[src/hw/rtl/csrs_pkg.sv]
`timescale 1ns / 1ps
`default_nettype none

package csrs_pkg;

  localparam int NODE_COUNT_DEF = 1024;
  localparam int EDGE_COUNT_DEF = 4096;
  localparam int TYPE_BITS_DEF  = 16;

  localparam int TARGET_BITS = 10;
  localparam int INDEX_BITS  = 12;
  localparam int OFFSET_BITS = 13;
  localparam int POS_BITS    = 12;
  localparam int ETYPE_BITS  = 16;
  localparam int NODE_BITS   = 10;

  localparam int INDEX_SPAN = 1 << INDEX_BITS;

  localparam logic [1:0] REQ_OFFSET = 2'd0;
  localparam logic [1:0] REQ_EDGE   = 2'd1;
  localparam logic [1:0] REQ_QUERY  = 2'd2;

  typedef struct packed {
    logic [1:0]             req_type;
    logic [INDEX_BITS-1:0]  write_index;
    logic [OFFSET_BITS-1:0] offset_value;
    logic [ETYPE_BITS-1:0]  edge_type;
    logic [TARGET_BITS-1:0] edge_target;
    logic [NODE_BITS-1:0]   query_node;
  } req_t;

  typedef struct packed {
    logic                found;
    logic [POS_BITS-1:0] edge_position;
  } rsp_t;

endpackage

`default_nettype wire

[src/hw/rtl/csrs_ctrl.sv]
`timescale 1ns / 1ps
`default_nettype none

module csrs_ctrl #(
  parameter int NODE_COUNT = csrs_pkg::NODE_COUNT_DEF,
  parameter int EDGE_COUNT = csrs_pkg::EDGE_COUNT_DEF,
  parameter int TYPE_BITS  = csrs_pkg::TYPE_BITS_DEF,
  localparam int OFF_DEPTH =
    (NODE_COUNT + 1 < csrs_pkg::INDEX_SPAN) ? NODE_COUNT + 1 : csrs_pkg::INDEX_SPAN,
  localparam int EDGE_DEPTH =
    (EDGE_COUNT < csrs_pkg::INDEX_SPAN) ? EDGE_COUNT : csrs_pkg::INDEX_SPAN,
  localparam int OAW = $clog2(OFF_DEPTH),
  localparam int EAW = $clog2(EDGE_DEPTH),
  localparam int WW  = TYPE_BITS + csrs_pkg::TARGET_BITS
) (
  input  wire logic                 clk,
  input  wire logic                 rst,
  input  wire logic                 req_valid,
  output logic                      req_ready,
  input  wire csrs_pkg::req_t       req,
  output logic                      off_we,
  output logic [OAW-1:0]            off_waddr,
  output logic [csrs_pkg::OFFSET_BITS-1:0] off_wdata,
  output logic                      off_re,
  output logic [OAW-1:0]            off_raddr,
  input  wire logic [csrs_pkg::OFFSET_BITS-1:0] off_rdata,
  output logic                      edge_we,
  output logic [EAW-1:0]            edge_waddr,
  output logic [WW-1:0]             edge_wdata,
  output logic                      edge_re,
  output logic [EAW-1:0]            edge_raddr,
  input  wire logic [WW-1:0]        edge_rdata,
  output logic                      done,
  output csrs_pkg::rsp_t            res,
  input  wire logic                 take
);

  localparam int CLOG_E = $clog2(EDGE_COUNT + 1);
  localparam int PW = (CLOG_E < csrs_pkg::OFFSET_BITS) ? CLOG_E : csrs_pkg::OFFSET_BITS;

  localparam logic [2:0] S_IDLE  = 3'd0;
  localparam logic [2:0] S_OFF0  = 3'd1;
  localparam logic [2:0] S_OFF1  = 3'd2;
  localparam logic [2:0] S_CMP   = 3'd3;
  localparam logic [2:0] S_FINAL = 3'd4;
  localparam logic [2:0] S_DONE  = 3'd5;

  logic [2:0]           state, state_next;
  logic [OAW-1:0]       node, node_next;
  logic [TYPE_BITS-1:0] etype, etype_next;
  logic [PW-1:0]        lo, lo_next;
  logic [PW-1:0]        hi, hi_next;
  logic [PW-1:0]        lim, lim_next;
  logic [PW-1:0]        mid, mid_next;
  csrs_pkg::rsp_t       res_next;

  logic                 accept;
  logic [TYPE_BITS-1:0] req_etype;
  logic [TYPE_BITS-1:0] rtype;
  logic                 less;
  logic [PW-1:0]        off_sat;
  logic [PW-1:0]        lo_c, hi_c, mid_c;

  function automatic logic [csrs_pkg::POS_BITS-1:0] to_pos(input logic [PW-1:0] p);
    logic [31:0] wide;
    wide = 32'(p);
    return wide[csrs_pkg::POS_BITS-1:0];
  endfunction

  assign accept    = req_valid && req_ready;
  assign req_ready = (state == S_IDLE);
  assign done      = (state == S_DONE);
  assign req_etype = TYPE_BITS'(req.edge_type);
  assign rtype     = edge_rdata[WW-1 -: TYPE_BITS];
  assign less      = (rtype < etype);
  assign off_sat   = (32'(off_rdata) > 32'(EDGE_COUNT)) ? PW'(EDGE_COUNT) : PW'(off_rdata);

  assign off_waddr  = OAW'(req.write_index);
  assign off_wdata  = req.offset_value;
  assign edge_waddr = EAW'(req.write_index);
  assign edge_wdata = {req_etype, req.edge_target};

  always_comb begin
    lo_c = lo;
    hi_c = hi;
    if (state == S_OFF1) begin
      hi_c = off_sat;
    end else if (less) begin
      lo_c = mid + PW'(1);
    end else begin
      hi_c = mid;
    end
    mid_c = lo_c + ((hi_c - lo_c) >> 1);
  end

  always_comb begin
    state_next = state;
    node_next  = node;
    etype_next = etype;
    lo_next    = lo;
    hi_next    = hi;
    lim_next   = lim;
    mid_next   = mid;
    res_next   = res;
    off_we     = 1'b0;
    off_re     = 1'b0;
    off_raddr  = node;
    edge_we    = 1'b0;
    edge_re    = 1'b0;
    edge_raddr = mid_c[EAW-1:0];
    unique case (state)
      S_IDLE: begin
        if (accept) begin
          res_next   = '0;
          etype_next = req_etype;
          state_next = S_DONE;
          unique case (req.req_type)
            csrs_pkg::REQ_OFFSET: begin
              off_we = (32'(req.write_index) <= 32'(NODE_COUNT));
            end
            csrs_pkg::REQ_EDGE: begin
              edge_we = (32'(req.write_index) < 32'(EDGE_COUNT));
            end
            csrs_pkg::REQ_QUERY: begin
              if (32'(req.query_node) < 32'(NODE_COUNT)) begin
                off_re     = 1'b1;
                off_raddr  = OAW'(req.query_node);
                node_next  = OAW'(32'(req.query_node) + 1);
                state_next = S_OFF0;
              end
            end
            default: begin
            end
          endcase
        end
      end
      S_OFF0: begin
        lo_next    = off_sat;
        off_re     = 1'b1;
        state_next = S_OFF1;
      end
      S_OFF1: begin
        hi_next  = hi_c;
        lim_next = hi_c;
        if (lo < hi_c) begin
          edge_re    = 1'b1;
          mid_next   = mid_c;
          state_next = S_CMP;
        end else begin
          state_next = S_DONE;
        end
      end
      S_CMP: begin
        lo_next = lo_c;
        hi_next = hi_c;
        if (lo_c < hi_c) begin
          edge_re  = 1'b1;
          mid_next = mid_c;
        end else if (lo_c >= lim) begin
          state_next = S_DONE;
        end else if (!less) begin
          res_next.found         = (rtype == etype);
          res_next.edge_position = (rtype == etype) ? to_pos(mid) : '0;
          state_next             = S_DONE;
        end else begin
          edge_re    = 1'b1;
          edge_raddr = lo_c[EAW-1:0];
          state_next = S_FINAL;
        end
      end
      S_FINAL: begin
        res_next.found         = (rtype == etype);
        res_next.edge_position = (rtype == etype) ? to_pos(lo) : '0;
        state_next             = S_DONE;
      end
      S_DONE: begin
        if (take) begin
          state_next = S_IDLE;
        end
      end
      default: begin
        state_next = S_IDLE;
      end
    endcase
  end

  always_ff @(posedge clk) begin
    if (rst) begin
      state <= S_IDLE;
    end else begin
      state <= state_next;
    end
  end

  always_ff @(posedge clk) begin
    node  <= node_next;
    etype <= etype_next;
    lo    <= lo_next;
    hi    <= hi_next;
    lim   <= lim_next;
    mid   <= mid_next;
    res   <= res_next;
  end

endmodule

`default_nettype wire

[config.mk]
export PLATFORM = sky130hd
export DESIGN_NAME = csrs_ctrl
export DESIGN_NICKNAME = d
export VERILOG_FILES = /design/src/hw/rtl/csrs_pkg.sv /design/src/hw/rtl/csrs_ctrl.sv
export SDC_FILE = /design/constraint.sdc
export NUM_CORES = 1
export LEC_CHECK = 0
export BUFFER_PORTS_ARGS = -buffer_cell sky130_fd_sc_hd__buf_2
export CAP_MARGIN = 5
export CORE_ASPECT_RATIO = 2
export CORE_MARGIN = 1
export CORE_UTILIZATION = 58
export DETAILED_ROUTE_END_ITERATION = 7
export MAX_ROUTING_LAYER = met4
export PLACE_DENSITY = 0.88
export SETUP_SLACK_MARGIN = 0.02
export SLEW_MARGIN = 25
export SYNTH_ARGS = -nofsm -noshare
export SYNTH_HDL_FRONTEND = slang
export SYNTH_SLANG_ARGS = --single-unit
[constraint.sdc]
create_clock -name clk -period 15.2 [get_ports clk]
set_input_delay 3.04 -clock clk [delete_from_list [all_inputs] [get_ports clk]]
set_output_delay 3.04 -clock clk [all_outputs]
set_load 0.01 [all_outputs]
==> metrics.txt, run 1 <==
H-tree depth 3; multiplexer share of the synthesized area 0.0361; post-synthesis xor/xnor area fraction 0.0453; Mapped Area approximately 7300 um2; number of I/O pins 210; Fail Step detailed routing (5_2_route); die height about 160 um; CTS Buffer Depth 2; CTS buffer count 9; routability cong. about 0.94; synth warn 0; root buffer cell clkbuf_16; Log Error [ERROR DRT-0255] Maze Route cannot find path of net req[16] in worker of routeBox ( 48300 96600 ) ( 81575 144900 ).; Cells after Synth approximately 770; largest net degree at the start of global routing 35; post-CTS setup buffers 0; port bufs around 150; Die Wd between 80 and 90 um; GRT overflow 0; cell row count 57; Top FF cell, synth edfxtp_1; largest family of logic cells by synthesized area simple AND/OR/NAND/NOR gates; Post-synth EDFFs 92; Hold-fix buffers, CTS 0; vias in the first global route between 5000 and 6000; post-cts resize count 0; synthesized-area fraction occupied by adder cells 0.108; total track usage 0.304; DPL Wire Length about 15000 um; Placed Instance Area slightly below 8000 um2; compound-cell area share of the yosys netlist 0.152; pre-CTS setup slack ~2700 ps; first-pass GRT wire length around 29000 um; clock sinks between 90 and 100; Syn Nets 940; Async SR Flop Fraction 0; initial antenna violation count 0; simple-gate share of the synthesized area 0.163; Yosys cell types 76; Syn Area/Cell between 9 and 10 um2; starting density of the core 0.599; Yosys reg bits 95; status aborted with a tool error; sequential area share after synthesis 0.384
==> logic make-up after synthesis <==
logic type      after synthesis
compound gates              160
xor+xnor                     38
fa+ha+maj                    63
buf+inv                     154
flops                        95
mux                          25
simple gates                237
==> stage by stage <==
step	util	std cells
3_3_place_gp	0.638	1000
5_1_grt	0.665	1016
4_1_cts	0.665	1016
2_1_floorplan	-	772
3_5_place_dp	0.639	1000
==> layer usage <==
| layer | GRT usage |
|---|---|
| met5 | - |
| met4 | 0.240 |
| met3 | 0.0418 |
| met2 | 0.530 |
| met1 | 0.284 |
==> cells in the mapped netlist, drive strengths merged (13+ instances only) <==
| cell | n | area, um2 |
|---|---|---|
| nand4 | 13 | 81.3 |
| ha | 61 | 763 |
| a21oi | 42 | 214 |
| buf | 69 | 502 |
| nor2b | 16 | 100 |
| nand3 | 13 | 65.1 |
| nor2 | 39 | 149 |
| inv | 71 | 267 |
| clkbuf | 13 | 48.8 |
| nand2 | 85 | 322 |
| xnor2 | 26 | 228 |
| nor3 | 13 | 70.1 |
| mux2i | 16 | 160 |
| edfxtp | 92 | 2760 |
| a22o | 13 | 114 |
| o21ai | 37 | 185 |
==> run 2: changes to the inputs <==
--- a/config.mk
+++ b/config.mk
@@ -7,13 +7,10 @@
 export LEC_CHECK = 0
 export BUFFER_PORTS_ARGS = -buffer_cell sky130_fd_sc_hd__buf_2
 export CAP_MARGIN = 5
-export CORE_ASPECT_RATIO = 2
 export CORE_MARGIN = 1
-export CORE_UTILIZATION = 58
+export CORE_UTILIZATION = 40
 export DETAILED_ROUTE_END_ITERATION = 7
-export MAX_ROUTING_LAYER = met4
-export PLACE_DENSITY = 0.88
-export SETUP_SLACK_MARGIN = 0.02
+export PLACE_DENSITY_LB_ADDON = 0.15
 export SLEW_MARGIN = 25
 export SYNTH_ARGS = -nofsm -noshare
 export SYNTH_HDL_FRONTEND = slang
==> metrics.txt, run 2 <==
routability cong. 0.845 (was 0.938); Crit. Startpoint edge_rdata[24]; worst reg2reg path depth 23; Hold-fix buffers, CTS 0 (unchanged); most common cell after layout, fill and taps aside buf_2; Finished Cell Area around 8200 um2; most frequent cells in the layout buf_2, edfxtp_1, nand2_1; largest net degree at the start of global routing 35 (unchanged); Post-layout nets approximately 1000; worst hold margin 502 ps; Largest register FFs 16; clock sinks 95 (unchanged); worst setup path end edge_raddr[11]; status complete, no violations (was aborted with a tool error); first-pass GRT wire length 27500 um (was 28600 um); Setup-failing EPs final 0; Core Region ~18000 um2; placed insts 1081 (was 1000); port bufs 153 (unchanged); Req. time, crit path 12160 ps; worst path bufs/invs 5; layout cells sized above 1 0.245; vias in the first global route 5335 (was 5874); Syn Area/Cell 9.52 um2 (unchanged); DR iter-0 viols 297; Mapped Area 7350 um2 (unchanged); Worst-Margin Slew around 940 ps; Post-synth EDFFs 92 (unchanged); max-slew violations 0; reg2reg setup slack 8950 ps; Pre-antenna DRT Iters 5; DPL Wire Length 13800 um (was 14800 um); power per cell area 233 nW/um2; Area contributors post-synth edfxtp_1, ha_1, buf_4 (unchanged); Crit Path Class input pin to output pin; Syn Nets 940 (unchanged); RR Endpoint mid[12]; setup ws final between 3000 and 4000 ps; pre-CTS setup slack 3350 ps (was 2690 ps); CTS buffer count 9 (unchanged); final hold vios 0; final core occ 0.455; Die ar. roughly 19000 um2; max-cap violations 0; Slew HR 0.374; Crit Reg-Reg Startpoint state[0]; cell row count 49 (was 57); leading cell type by number of instances after synthesis edfxtp_1 (unchanged); Final Skew 11.8 ps; cell with the most instances on the worst path ha_1; Top delay family on crit path simple AND/OR/NAND/NOR gates; Yosys cell types 76 (unchanged); synth warn 0 (unchanged); root buffer cell clkbuf_16 (unchanged); Via density approximately 5.2; max incr delay on CP 620 ps; Clk pin slew, worst setup/hold paths 60 ps; Crit Path Max Fanout 15; post-cts resize count 0 (unchanged); cell taking the most area after synthesis edfxtp_1 (unchanged); Worst setup SP type input pin; clock latency on the worst-skew pair roughly 350 ps; antenna-violating nets left 0; Die Wd 138 um (was 81.6 um); vias 5673; H-tree depth 3 (unchanged); fmax 84.5 MHz; most frequent cells after synthesis edfxtp_1, nand2_1, inv_1, buf_4, ha_1 (unchanged); worst min path class register to register; GRT overflow 0 (unchanged); Pwr Total 1.91 mW; Async SR Flop Fraction 0 (unchanged); initial antenna violation count 0 (unchanged); maximum VDD drop about 0.00019 V; sequential area share after synthesis 0.384 (unchanged); filler cell count in the final layout around 1800; Area Growth Syn to Fin 11.4%; RSZ-0062 raised after global routing no; number of I/O pins 210 (unchanged); DR WL/cell 16.0 um; Critical Path Sink Type output pin; Cell Count, Final, Fillers Out between 1000 and 1500; post-CTS setup buffers 0 (unchanged); post-synth top area share 0.376 (unchanged); Tmin final roughly 12000 ps; Placed Instance Area 7930 um2 (was 7840 um2); # diodes 0; Cells after Synth 772 (unchanged); Yosys reg bits 95 (unchanged); Leak between 3 and 4 nW; number of cells on the critical path 27; Tcrit/Tclk final 0.778; Top FF cell, synth edfxtp_1 (unchanged); critical path's slowest cell or4_4; Largest Register etype; total track usage 0.192 (was 0.304); final WL around 18000 um; hold path cells 1; starting density of the core 0.409 (was 0.599); residual DRC count 0; CTS Buffer Depth 2 (unchanged); CTS tree built; arrival time at the worst endpoint slightly below 9000 ps; setup TNS 0 ps; die height 138 um (was 161 um)
==> run 2: cell counts after synthesis <==
Identical to the previous run, type by type.
==> run 2: cell type report <==
type	count	area [um2]	share of cell area
clock buffers	9	225	0.0275
clock inverters	5	27.5	0.00336
multi-input cells	523	3720	0.454
repair buffers	162	833	0.102
flip-flops and latches	95	2820	0.345
inverters	72	270	0.0330
well taps	229	287	0.0350
==> run 2: worst min-delay path by stage <==
stage             start  endpoint  slack, ps
6_report       state[1]  state[2]        500
5_1_grt        state[1]  state[2]        540
4_1_cts        state[1]  state[2]        510
3_3_place_gp   state[1]  state[2]        490
3_5_place_dp   state[1]  state[2]        490
2_1_floorplan  state[1]  state[2]        460
==> run 2: cell families (layout without fill, tap and decap cells) <==
logic type	count (synthesis)	count (layout)	share of synthesized area
adders and majority gates	63	63	0.108
and+or+nand+nor	237	237	0.163
xor gates and xnor gates	38	38	0.0453
muxes	25	25	0.0361
buffers and inverters	154	248	0.112
DFF	95	95	0.384
AOI/OAI and AO/OA	160	160	0.152
==> run 2: layer usage <==
metal / GRT usage / part of all wire / wire length (um)
met1: 0.268 / 0.50 / 8750
met2: 0.303 / 0.44 / 7650
met3: 0.0342 / 0.050 / 884
met4: 0.0507 / 0.015 / 255
met5: 0 / 0 / 0
==> run 2: worst reg2reg max path, stage by stage, from the launching register on <==
cell and delay (ps):
dfxtp_1 520, or3b_1 470, inv_2 400, or3_1 510, nor3_2 120, buf_4 260, mux2i_1 420, inv_1 120
ha_1 210, inv_1 60, ha_1 160, a41oi_2 60, maj3_2 430, o21ai_0 250, a41o_1 260, nor4_1 60
nor3_1 260, a21oi_1 130, xnor2_1 140, ha_1 350, and3_1 210, a21oi_1 160, o21ai_1 130, a311o_1 360
==> run 2: report_power, final <==
group / internal [mW] / leakage [nW] / switching [mW]
Clock: 0.108 / 0.118 / 0.0972
Sequential: 0.391 / 0.887 / 0.0302
Combinational: 0.539 / 2.62 / 0.742
Total: 1.04 / 3.62 / 0.869
(Power assumes the default switching activity.)
==> run 3: changes to the inputs <==
==> constraint.sdc (replaced) <==
create_clock -name clk -period 12.05 [get_ports clk]
set_input_delay 2.41 -clock clk [delete_from_list [all_inputs] [get_ports clk]]
set_output_delay 2.41 -clock clk [all_outputs]
set_load 0.01 [all_outputs]
==> metrics.txt, run 3 (synthesis gave the netlist of run 2 again) <==
status complete, no violations (unchanged); Tcrit/Tclk final 0.877; CTS Buffer Depth 2 (unchanged); setup TNS 0 ps (unchanged); max incr delay on CP 630 ps (was 620 ps); post-CTS setup buffers 0 (unchanged); Final Skew 9.84 ps (was 11.8 ps); Largest Register etype (unchanged); residual DRC count 0 (unchanged); GRT overflow 0 (unchanged); max-cap violations 0 (unchanged); Post-layout nets 1031 (unchanged); routability cong. 0.873 (was 0.845); critical path's slowest cell or4_4 (unchanged); Hold-fix buffers, CTS 0 (unchanged); Crit Path Class input pin to output pin (unchanged); cell row count 49 (unchanged); Setup-failing EPs final 0 (unchanged); RSZ-0062 raised after global routing no (unchanged); Pwr Total 2.46 mW (was 1.91 mW); CTS tree built (unchanged); die height 138 um (unchanged); H-tree depth 3 (unchanged); most common cell after layout, fill and taps aside buf_2 (unchanged); Crit Reg-Reg Startpoint state[2] (was state[0]); Tmin final approximately 11000 ps; maximum VDD drop 0.000195 V (was 0.000186 V); Worst setup SP type input pin (unchanged); vias in the first global route 5235 (was 5335); Area Growth Syn to Fin 12.3% (was 11.4%); total track usage 0.192 (about the same); first-pass GRT wire length 27100 um (was 27500 um); final WL 17600 um (was 17500 um); worst min path class register to register (unchanged); Largest register FFs 16 (unchanged); post-cts resize count 0 (unchanged); initial antenna violation count 0 (unchanged); largest net degree at the start of global routing 35 (unchanged); CTS buffer count 9 (unchanged); worst path bufs/invs 5 (unchanged); filler cell count in the final layout 1789 (was 1785); DPL Wire Length 13700 um (was 13800 um); root buffer cell clkbuf_16 (unchanged); Leak 3.66 nW (was 3.62 nW); antenna-violating nets left 0 (unchanged); # diodes 0 (unchanged); clock latency on the worst-skew pair 350 ps (about the same); arrival time at the worst endpoint 8160 ps (was 8790 ps); Worst-Margin Slew 937 ps (about the same); Die Wd 138 um (unchanged); layout cells sized above 1 0.246 (was 0.245); Top delay family on crit path simple AND/OR/NAND/NOR gates (unchanged); hold_sp state[1] (unchanged); number of I/O pins 210 (unchanged); Clk pin slew, worst setup/hold paths 60 ps (about the same); Crit Path Max Fanout 15 (unchanged); Via density 5.23 (was 5.18); Crit. Startpoint edge_rdata[24] (unchanged); Req. time, crit path 9640 ps (was 12160 ps); Slew HR 0.374 (about the same); DR iter-0 viols 336 (was 297); DR WL/cell 16.0 um (about the same); Core Region 18000 um2 (unchanged); max-slew violations 0 (unchanged); Die ar. 18900 um2 (unchanged); fmax between 90 and 100 MHz; Pre-antenna DRT Iters 4 (was 5); starting density of the core 0.409 (unchanged); Critical Path Sink Type output pin (unchanged); final hold vios 0 (unchanged); power per cell area 298 nW/um2 (was 233 nW/um2); clock sinks 95 (unchanged); vias 5724 (was 5673); most frequent cells in the layout buf_2, edfxtp_1, nand2_1 (unchanged); port bufs 153 (unchanged); cell with the most instances on the worst path ha_1 (unchanged)
run 3: cell types whose count changed in the layout (fill, tap and decap cells not counted):
cell / change
clkinvlp_4: -2
bufinv_16: +3
clkinv_1: -1
run 3: cell type report:
type | count | area (um2) | area share
clock buffers | 9 | 225 | 0.0273
clock inverters | 5 | 98.8 | 0.0120
inverters | 72 | 270 | 0.0327
multi-input cells | 523 | 3720 | 0.450
flip-flops and latches | 95 | 2820 | 0.342
well taps | 229 | 287 | 0.0347
repair buffers | 162 | 833 | 0.101
run 3: path summary, 6_finish.rpt:
path / end / slack, ps / cells past startpoint
setup / recovery: edge_raddr[11] / 1480 / 27
hold / removal: state[2] / 500 / 1
setup reg to reg: mid[12] / 5760 / 23
hold reg to reg: state[2] / 500 / 1
run 3: layer usage:
metal | track usage | up-vias | share of wire
li1 | - | 2880 | -
met1 | 0.267 | 2674 | 0.50
met3 | 0.0401 | 24 | 0.049
met5 | 0 | - | 0
met4 | 0.0470 | 0 | 0.013
met2 | 0.301 | 146 | 0.44
run 3: through the flow:
stage          utilization  setup slack [ps]  cells  instance area [um2]  hold WS (ps)
2_1_floorplan            -              1790    772                 7350           457
3_3_place_gp         0.441              1520   1081                 7930           496
3_5_place_dp         0.441              1470   1081                 7930           492
4_1_cts              0.459              1450   1095                 8250           509
5_1_grt              0.459               927   1095                 8250           543
6_report             0.459              1480   1095                 8250           504
run 3: power breakdown:
group	total, mW	internal [mW]	leakage, nW	switching [mW]
Sequential	0.531	0.493	0.887	0.0375
Clock	0.322	0.200	0.159	0.122
Combinational	1.61	0.679	2.62	0.930
==> run 4: changes to the inputs <==
==> constraint.sdc (replaced) <==
create_clock -name clk -period 12.05 [get_ports clk]
set_input_delay 3.0125 -clock clk [delete_from_list [all_inputs] [get_ports clk]]
set_output_delay 3.0125 -clock clk [all_outputs]
set_load 0.01 [all_outputs]
==> metrics.txt, run 4 (synthesis gave the netlist of run 2 again) <==
most common cell after layout, fill and taps aside buf_2 (unchanged); DR iter-0 viols 347 (was 336); Tcrit/Tclk final 0.963 (was 0.877); Core Region 18000 um2 (unchanged); grt met2 use 0.295 (was 0.301); hold path cells 1 (unchanged); Leak 3.66 nW (about the same); setup TNS 0 ps (unchanged); Crit Path Max Fanout 9 (was 15); Worst-Margin Slew 933 ps (was 937 ps); max incr delay on CP 640 ps (was 630 ps); met3 usage 0.0243 (was 0.0401); Worst setup SP type input pin (unchanged); residual DRC count 0 (unchanged); Critical Path Sink Type output pin (unchanged); cell with the most instances on the worst path ha_1 (unchanged); power per cell area 296 nW/um2 (was 298 nW/um2); worst min path class register to register (unchanged); final hold vios 0 (unchanged); CTS Buffer Depth 2 (unchanged); number of I/O pins 210 (unchanged); Area Growth Syn to Fin 12.6% (was 12.3%); worst hold margin 502 ps (was 504 ps); Slew HR 0.378 (was 0.374); routability cong. 0.834 (was 0.873); Largest Register etype (unchanged); vias in the first global route 5189 (was 5235); worst reg2reg path depth 22 (was 23); final WL 17500 um (was 17600 um); clock latency on the worst-skew pair 350 ps (about the same); Hold-fix buffers, CTS 0 (unchanged); arrival time at the worst endpoint 8600 ps (was 8160 ps); initial antenna violation count 0 (unchanged); clock sinks 95 (unchanged); RSZ-0062 raised after global routing no (unchanged); port bufs 153 (unchanged); CTS buffer count 9 (unchanged); critical path's slowest cell or4_4 (unchanged); starting density of the core 0.409 (unchanged); layout cells sized above 1 0.251 (was 0.246); largest net degree at the start of global routing 35 (unchanged); root buffer cell clkbuf_16 (unchanged); GR peak layer met2 (unchanged); vias 5740 (was 5724); fmax 86.1 MHz (was 94.6 MHz); Pre-antenna DRT Iters 5 (was 4); # diodes 0 (unchanged); GRT overflow 0 (unchanged); Via density 5.22 (was 5.23); first-pass GRT wire length 27200 um (was 27100 um); Clk pin slew, worst setup/hold paths 60 ps (about the same); status complete, no violations (unchanged); Final Skew 10.5 ps (was 9.84 ps); Post-layout nets 1033 (was 1031); antenna-violating nets left 0 (unchanged); max-cap violations 0 (unchanged); CTS tree built (unchanged); Largest register FFs 16 (unchanged); Finished Cell Area 8270 um2 (was 8250 um2); max-slew violations 0 (unchanged); die height 138 um (unchanged); most frequent cells in the layout buf_2, edfxtp_1, nand2_1 (unchanged); Crit Path Class input pin to output pin (unchanged); Placed Instance Area 7950 um2 (was 7930 um2); Tmin final 11610 ps (was 10570 ps); cell row count 49 (unchanged); filler cell count in the final layout 1789 (unchanged); DR WL/cell 15.9 um (was 16.0 um); total track usage 0.192 (about the same); setup ws final 442 ps (was 1480 ps); maximum VDD drop 0.000236 V (was 0.000195 V); pre-CTS setup slack 417 ps (was 1470 ps); Die Wd 138 um (unchanged); Setup-failing EPs final 0 (unchanged); H-tree depth 3 (unchanged); Req. time, crit path 9040 ps (was 9640 ps); DPL Wire Length 13800 um (was 13700 um); Die ar. 18900 um2 (unchanged); met1 GRT Util 0.275 (was 0.267)
[run 4: changes by cell type in the layout (fill, tap and decap cells not counted), sizes merged]
cell,delta
buf,+2
bufinv,-1
clkbuf,+2
clkinv,-2
clkinvlp,+3
[run 4: stage by stage]
step | utilization | power (mW) | cells
final | 0.461 | 2.45 | 1099
after global routing | 0.461 | 2.67 | 1099
after CTS | 0.460 | 2.46 | 1099
after detailed placement | 0.443 | 2.15 | 1083
after global placement | 0.442 | 2.14 | 1083
after floorplan | - | 1.71 | 772
[run 4: final cells by class]
| class | count | area, um2 | share of cell area |
|---|---|---|---|
| Tap cell | 229 | 287 | 0.0346 |
| Inverter | 72 | 270 | 0.0327 |
| Sequential cell | 95 | 2820 | 0.341 |
| Clock buffer | 11 | 233 | 0.0281 |
| Timing Repair Buffer | 164 | 848 | 0.103 |
| Multi-Input combinational cell | 523 | 3730 | 0.451 |
| Clock inverter | 5 | 82.6 | 0.00998 |
[run 4: layer usage]
layer / share of wire / wire (um) / vias to the layer above
li1: - / - / 2899
met5: 0 / 0 / -
met2: 0.43 / 7590 / 176
met4: 0.019 / 333 / 0
met1: 0.50 / 8680 / 2630
met3: 0.052 / 912 / 35
[run 4: what timing repair did]
item | in CTS | in global routing
setup buffers | 0 | 0
resized for setup | 0 | 3
endpoints found under the setup margin | 0 | 1
[run 4: power breakdown]
group | switching [mW] | leakage, nW | total [mW] | internal [mW]
Clock | 0.125 | 0.142 | 0.307 | 0.182
Sequential | 0.0385 | 0.887 | 0.532 | 0.493
Combinational | 0.927 | 2.63 | 1.61 | 0.682
Total | 1.09 | 3.66 | 2.45 | 1.36
[run 4: final timing paths]
kind,from,to,slack (ps)
min,state[1],state[2],500
max reg2reg,state[0],mid[12],5890
min reg2reg,state[1],state[2],500
max,edge_rdata[24],edge_raddr[11],440
[run 4: worst max-delay path: cells and delay by family]
kind                     cells  cell delay [ps]
AO/OA/AOI/OAI                9             1660
AND/OR/NAND/NOR              7             1510
adder cells (fa/ha/maj)      5             1300
multiplexers                 2              550
buffers and inverters        5              450
XOR/XNOR                     1              110
